File: config.mk
export PLATFORM = sky130hd
export DESIGN_NAME = tsft_ram
export DESIGN_NICKNAME = d
export VERILOG_FILES = /design/src/rtl/tsft_ram.sv
export SDC_FILE = /design/constraint.sdc
export NUM_CORES = 1
export LEC_CHECK = 0
export BUFFER_PORTS_ARGS = -buffer_cell sky130_fd_sc_hd__buf_2
export CORE_MARGIN = 5
export CORE_UTILIZATION = 46
export CTS_CLUSTER_DIAMETER = 60
export CTS_CLUSTER_SIZE = 40
export DETAILED_ROUTE_END_ITERATION = 10
export GPL_ROUTABILITY_DRIVEN = 0
export GPL_TIMING_DRIVEN = 0
export PLACE_DENSITY = 0.7
export SETUP_SLACK_MARGIN = 0.15
export SYNTH_ARGS = -nofsm -noshare
export SYNTH_HDL_FRONTEND = slang
export SYNTH_SLANG_ARGS = --single-unit
File: constraint.sdc
create_clock -name aclk -period 9.1 [get_ports aclk]
set_clock_uncertainty 0.2 [all_clocks]
set_input_delay 0.91 -clock aclk [delete_from_list [all_inputs] [get_ports aclk]]
set_output_delay 0.91 -clock aclk [all_outputs]
set_load 0.1 [all_outputs]
File: src/rtl/tsft_ram.sv
// Simple dual-port synchronous RAM: one write port, one read port with
// registered read data that updates only on a read strobe. No dependencies.

module tsft_ram #(
    parameter int DEPTH = 16,
    parameter int WIDTH = 32,
    localparam int AW = (DEPTH > 1) ? $clog2(DEPTH) : 1
) (
    input  logic             aclk,
    input  logic             we,
    input  logic [AW-1:0]    waddr,
    input  logic [WIDTH-1:0] wdata,
    input  logic             re,
    input  logic [AW-1:0]    raddr,
    output logic [WIDTH-1:0] rdata
);

    logic [WIDTH-1:0] mem [DEPTH];
    logic [WIDTH-1:0] rdata_reg;

    always_ff @(posedge aclk) begin
        if (we) begin
            mem[waddr] <= wdata;
        end
    end

    // Hold the last read word until the next read strobe
    always_ff @(posedge aclk) begin
        if (re) begin
            rdata_reg <= mem[raddr];
        end
    end

    assign rdata = rdata_reg;

endmodule

# --- Word level (Yosys, flattened, before mapping) ---
# Memories as Yosys holds them, arrays and structs flattened. A register that Yosys moved wholly into a read port is not among the register bits.
# Index checks and enable logic that the tools add are counted.
totals:
  output_inout_bits: 32
  regBits: 0
  memories: 1
  inputBits: 43
  ram_bits: 512
  elab_cells: 3
classes:
  n_mux: 2
memory_table:
  columns: ["name", "depth", "word_bits", "read_ports", "rd_ports_with_merged_regs", "wr", "line_no", "source"]
  rows:
  - ["mem", 16, 32, 1, 1, 1, "18", "logic [WIDTH-1:0] mem [DEPTH];"]
ops:
  columns: ["operator", "n"]
  rows:
  - ["$mux W1", 2]

# --- Logic depth before layout (Yosys ltp) ---
# Gate-level depths: netlist (run 1).
depth:
  word_depth: 2
  depth_mapped: 5
  ltp_nobuf: 3

# --- Worst setup path before layout (run 1) ---
# Ideal clock, no wire load.
synth_path:
  path_type: "input -> register"
  start: "input port waddr[2]"
  end: "memory mem[0][0] (enable)"
  cell_stages: 2
  setup_ps: 461
  path_buffers: 0
  required_time_ps: 8439
  slack_ps: 4810
  arrival_time_ps: 3628
  cell_sequence: "or3b_2 nor3_1"
synth_rtl:
  columns: ["element", "line_no", "source"]
  rows:
  - ["start: declaration", "11", "input logic [AW-1:0] waddr,"]
  - ["end: declaration", "18", null]
# No word-level cell before the write port.

# --- Worst setup path after layout (run 1) ---
layout_path:
  start: "input port waddr[3]"
  end: "memory mem[4][8] (enable)"
# No word-level cell before the write port.

==> impl_results.md, run 1 <==
- Vias: 9,106
- Post-DP Area: 21,800 um2
- Critical Path RT: 9.20 ns
- CTS tree: done
- Initial DRT Pass Iterations: 5
- Flops & latches, synth: 544
- Number of global-route vias before repair: 9,357
- I/O Pins: 75
- CP delay by family, top: simple AND/OR/NAND/NOR gates
- Area grow syn2layout: 13.6%
- Maximum VDD drop: 140 uV
- Post-synthesis cell area: 20,200 um2
- CTS buffer count: 31
- Reg clk slew, reported paths: 0.10 ns
- RSZ-0062 raised after global routing: no
- Initial Utilization: 46.6%
- DR WL/cell: 26.7 um
- Crit path to: mem[4][8]$_DFFE_PP_
- MaxCap Viol Count: 0
- Final Slew Violations: 0
- Slew @ Worst Pin: 0.943 ns
- Reg2reg setup slack: 7.34 ns
- Period utilisation layout: 28.3%
- Hold-fix buffers, CTS: 0
- Fin area: 22,900 um2
- GR Util All Layers: 17.7%
- Most frequent cells in the layout: edfxtp_1, mux4_2, buf_2
- Syn Inst Count: 838
- Fin Setup TNS: 0 ns
- Crit path launch: waddr[3]
- Crit path cell chain: buf_2 -> nand3b_1 -> nor3_2 -> buf_6 -> buf_6 -> buf_6
- Crit path DAT: 2.68 ns
- Post-CTS Setup Bufs: 0
- Ys Warns: 0
- Syn avg cell area: 24.1 um2
- Drt first-iter violations: 956
- First-pass GRT wire length: 62,700 um
- IO Port Bufs: 72
- Yosys top cell by area: edfxtp_1
- Slowest stage delay, CP: 0.67 ns
- Post-synth cell types: 17
- Detailed Route WL: 42,200 um
- Post-DRT Antenna Nets: 0
- Root buffer cell: clkbuf_16
- Grt total ovfl: 0
- Sequential fraction of the synthesis area: 81.0%
- WP depth: 6
- Fmax: 388 MHz
- CP Buf/Inv Count: 4
- Rows: 76
- Initial antenna violation count: 3
- HPWL after detailed placement: 26,400 um
- Clock latency on the worst-skew pair: 0.60 ns
- Area share of the largest cell type after synthesis: 81.0%
- Die W: 219 um
- Post-CTS Resized: 0
- Crit-path most repeated cell: buf_6
- Headroom to the max-slew limit: 36.8%
- Chip height: 219 um
- Max reg flops: 512
- Min Tclk post-route: 2.58 ns
- CP endpoint kind: flop
- Mean number of vias per cell: 5.76
- Status: completed
- Die ar.: 48,100 um2
- Pin count of the biggest net entering global routing: 33
- Syn_nets: 881
- Total core area: 43,300 um2
- Crit-path slowest cell: nor3_2
- Hold crit path type: input pin to flop
- Fraction of layout cells with a size suffix above 1: 31.5%
- Final net count: 1,014
- H-tree levels: 1
- Crit Path Class: input pin to flop
- CP Launch Type: input pin
- Pwr per Cell Area: 208 nW/um2
- Final hold vios: 0
- Final setup fails: 0
- FF-to-FF End: rdata[21]$_DFFE_PP_
- Commonest non-fill, non-tap cell in the layout: edfxtp_1
- Worst-case clock buffer depth: 3
- Worst r2r src: mem[11][21]$_DFFE_PP_
- Ranking of synthesized cells by area: edfxtp_1, mux4_2, a22oi_1
- Crit-path max FO: 7
- P_leak: 7.19 nW
- Reg2Reg Depth: 3
- Clock sinks: 544
- Drt drc: 0
area by class of cell:
| class | instances | area [um2] |
|---|---|---|
| buffer | 43 | 223 |
| tap | 585 | 732 |
| clock buffer | 32 | 779 |
| fill | 3246 | 20400 |
| clock inverter | 25 | 327 |
| timing repair buffer | 100 | 785 |
| multi-input combinational | 251 | 3730 |
| sequential | 544 | 16300 |
| antenna | 2 | 5.00 |
per-layer routing:
layer	global-route usage, %	share of wire [%]
met1	25.4	41
met2	29.4	50
met3	3.02	7.2
met5	0	0.017
met4	3.20	1.4
power by group:
part | internal (W) | leakage, nW | switching [W]
combinational | 0.000103 | 1.71 | 0.000238
clock | 0.000772 | 0.527 | 0.000830
sequential | 0.00282 | 4.94 | 0.0000126
worst min-delay path by stage:
stage / start / to / cells after the start
2_1_floorplan: mem[14][0]$_DFFE_PP_ / rdata[0]$_DFFE_PP_ / 3
5_1_grt: wdata[0] / mem[6][0]$_DFFE_PP_ / 1
3_5_place_dp: mem[14][5]$_DFFE_PP_ / rdata[5]$_DFFE_PP_ / 3
4_1_cts: wdata[31] / mem[6][31]$_DFFE_PP_ / 1
6_report: wdata[24] / mem[6][24]$_DFFE_PP_ / 1
3_3_place_gp: mem[14][5]$_DFFE_PP_ / rdata[5]$_DFFE_PP_ / 3
metrics by stage:
stage | std cells | utilization, % | worst slack, ns | hold slack, ns | total power, W
floorplan | 838 | - | 4.81 | 0.510 | 0.00311
global placement | 1495 | 49.2 | 2.26 | 0.521 | 0.00322
detailed placement | 1523 | 50.4 | 5.94 | 0.530 | 0.00323
CTS | 1580 | 52.9 | 6.57 | 0.458 | 0.00481
global route | 1582 | 53.0 | 6.50 | 0.470 | 0.00492
finish | 1582 | 53.0 | 6.52 | 0.484 | 0.00477
worst reg2reg max path, cell delays in order (launching register included):
cell	delay (ns)
edfxtp_1	0.38
mux4_2	0.48
a22oi_1	0.29
nand2_1	0.14
cells by family after synthesis:
family,after synthesis,share of synthesized area (%)
AO/OA/AOI/OAI,64,2.38
multiplexers,128,14.3
flip-flops,544,81.0
buffers and inverters,43,1.10
AND/OR/NAND/NOR,59,1.25
synthesized netlist by cell type:
cell / instances
edfxtp_1: 544
mux4_2: 128
a22oi_1: 64
nand2_1: 33
clkbuf_1: 17
nor2_1: 13
buf_4: 11
buf_1: 9
buf_2: 4
nor3_1: 4
buf_6: 2
nand2b_1: 2
nand3b_1: 2
nor2b_1: 2
and2_1: 1
nand3_1: 1
or3b_2: 1
Power figures use the tool's default switching activity.
==> run 2, diff against run 1 <==
- clock period: 9.1 -> 2.4 ns (I/O delays scaled with it)
==> impl_results.md, run 2 (synthesis results as in run 1) <==
- Status: completed
- CTS tree: done
- WP depth: 5
- Post-DRT Antenna Nets: 0
- Reg clk slew, reported paths: 0.11 ns
- DR WL/cell: 26.2 um
- Hold Path Origin: waddr[0]
- Crit path DAT: 2.04 ns
- Grt total ovfl: 0
- Fillcell total: 3,205
- CTS buffer count: 30
- Pwr per Cell Area: 773 nW/um2
- RSZ-0062 raised after global routing: no
- Slew @ Worst Pin: 1.01 ns
- Reg2Reg Depth: 3
- Clock sinks: 544
- Worst r2r src: mem[2][4]$_DFFE_PP_
- Root buffer cell: clkbuf_16
- Slowest stage delay, CP: 0.88 ns
- Number of global-route vias before repair: 9,655
- First-pass GRT wire length: 63,100 um
- CP Launch Type: input pin
- CP Buf/Inv Count: 3
- Final Slew Violations: 0
- Crit path launch: waddr[3]
- Post-CTS Setup Bufs: 0
- Pin count of the biggest net entering global routing: 33
- Die ar.: 48,100 um2
- Crit path cell chain: buf_2 -> nand3b_1 -> nor3_4 -> buf_16 -> buf_8
- Fmax: 515 MHz
- Rows: 76
- P_leak: 7.30 nW
- Hold crit path type: input pin to flop
- Max reg flops: 512
- Initial DRT Pass Iterations: 5
- Detailed Route WL: 42,100 um
- Period utilisation layout: 80.9%
- Vias: 9,312
- Clock latency on the worst-skew pair: 0.62 ns
- Finished Layout Cells: 1,604
- Fin Setup TNS: 0 ns
- Total core area: 43,300 um2
- Crit-path slowest cell: nor3_4
- Mean number of vias per cell: 5.81
- Initial antenna violation count: 1
- HPWL after detailed placement: 25,900 um
- Layout Utilization: 53.7%
- Die W: 219 um
- Min Tclk post-route: 1.94 ns
- Critical Path RT: 2.50 ns
- Fin area: 23,200 um2
- IO Port Bufs: 72
- Fraction of layout cells with a size suffix above 1: 30.2%
- Commonest non-fill, non-tap cell in the layout: edfxtp_1
- MaxCap Viol Count: 0
- Reg2reg setup slack: 0.68 ns
- Final setup fails: 0
- Post-DP Area: 21,800 um2
- I/O Pins: 75
- Drt drc: 0
- Hold-fix buffers, CTS: 32
- Crit-path max FO: 13
- Initial Utilization: 46.6%
- Crit Path Class: input pin to flop
- Chip height: 219 um
- Cell total after placement: 1,515
- Pre-CTS WS: -0.143 ns
- Maximum VDD drop: 610 uV
- H-tree levels: 1
- Most frequent cells in the layout: edfxtp_1, mux4_2, buf_2
- Final hold vios: 0
- CP delay by family, top: simple AND/OR/NAND/NOR gates
- Area grow syn2layout: 15.1%
- GR Util All Layers: 17.8%
- FF-to-FF End: rdata[4]$_DFFE_PP_
- CP endpoint kind: flop
- Final net count: 1,037
- Worst-case clock buffer depth: 3
- Setup ws final: 0.459 ns
- Post-CTS Resized: 0
- Drt first-iter violations: 1,075
- Crit path to: mem[4][9]$_DFFE_PP_
- Headroom to the max-slew limit: 32.6%
run 2: cell types whose count changed in the layout (fill, tap and decap cells not counted), sizes merged:
cell / change
buf: -8
bufinv: -4
clkbuf: -1
clkinv: -2
clkinvlp: -2
diode: -1
dlygate4sd3: +32
inv: +8
run 2: worst reg2reg max path, cell delays in order, from the launching register on:
cell and delay, ns:
edfxtp_1 0.39, mux4_2 0.48, a22oi_1 0.32, nand2_1 0.09
run 2: report_power, final:
group          internal [W]  total (W)  switching (W)
clock network       0.00254    0.00588        0.00334
logic              0.000427    0.00134       0.000912
registers            0.0107     0.0107      0.0000498
total                0.0137     0.0180        0.00430
run 2: area by class of cell:
type                       instances  area (um2)  share of cell area, %
sequential                       544       16300                   70.3
clock buffer                      31         754                   3.25
clock inverter                    25         309                   1.33
buffer                            43         223                  0.959
multi-input combinational        251        3750                   16.2
antenna                            1        2.50                 0.0108
tap                              585         732                   3.15
timing repair buffer             124        1110                   4.80
run 2: per-stage QoR:
step                      total power, W  hold WS [ns]
after global placement            0.0122         0.410
after global routing              0.0186        0.0272
final                             0.0180        0.0213
after detailed placement          0.0123         0.422
after CTS                         0.0181       0.00576
after floorplan                   0.0118         0.139
run 2: metal layers:
| layer | vias to the layer above | track usage, % | share of wire (%) |
|---|---|---|---|
| li1 | 3923 | - | - |
| met1 | 5005 | 26.7 | 43 |
| met2 | 330 | 28.5 | 49 |
| met3 | 52 | 3.06 | 6.8 |
| met4 | 2 | 2.89 | 1.7 |
| met5 | - | 0 | 0.024 |
run 2: worst min path at each step:
| stage | end | slack [ns] | cells after the start |
|---|---|---|---|
| 2_1_floorplan | mem[0][0]$_DFFE_PP_ | 0.14 | 0 |
| 3_3_place_gp | mem[6][16]$_DFFE_PP_ | 0.41 | 1 |
| 3_5_place_dp | mem[14][28]$_DFFE_PP_ | 0.42 | 1 |
| 4_1_cts | mem[12][21]$_DFFE_PP_ | 0.006 | 2 |
| 5_1_grt | mem[12][21]$_DFFE_PP_ | 0.03 | 2 |
| 6_report | mem[12][21]$_DFFE_PP_ | 0.02 | 2 |
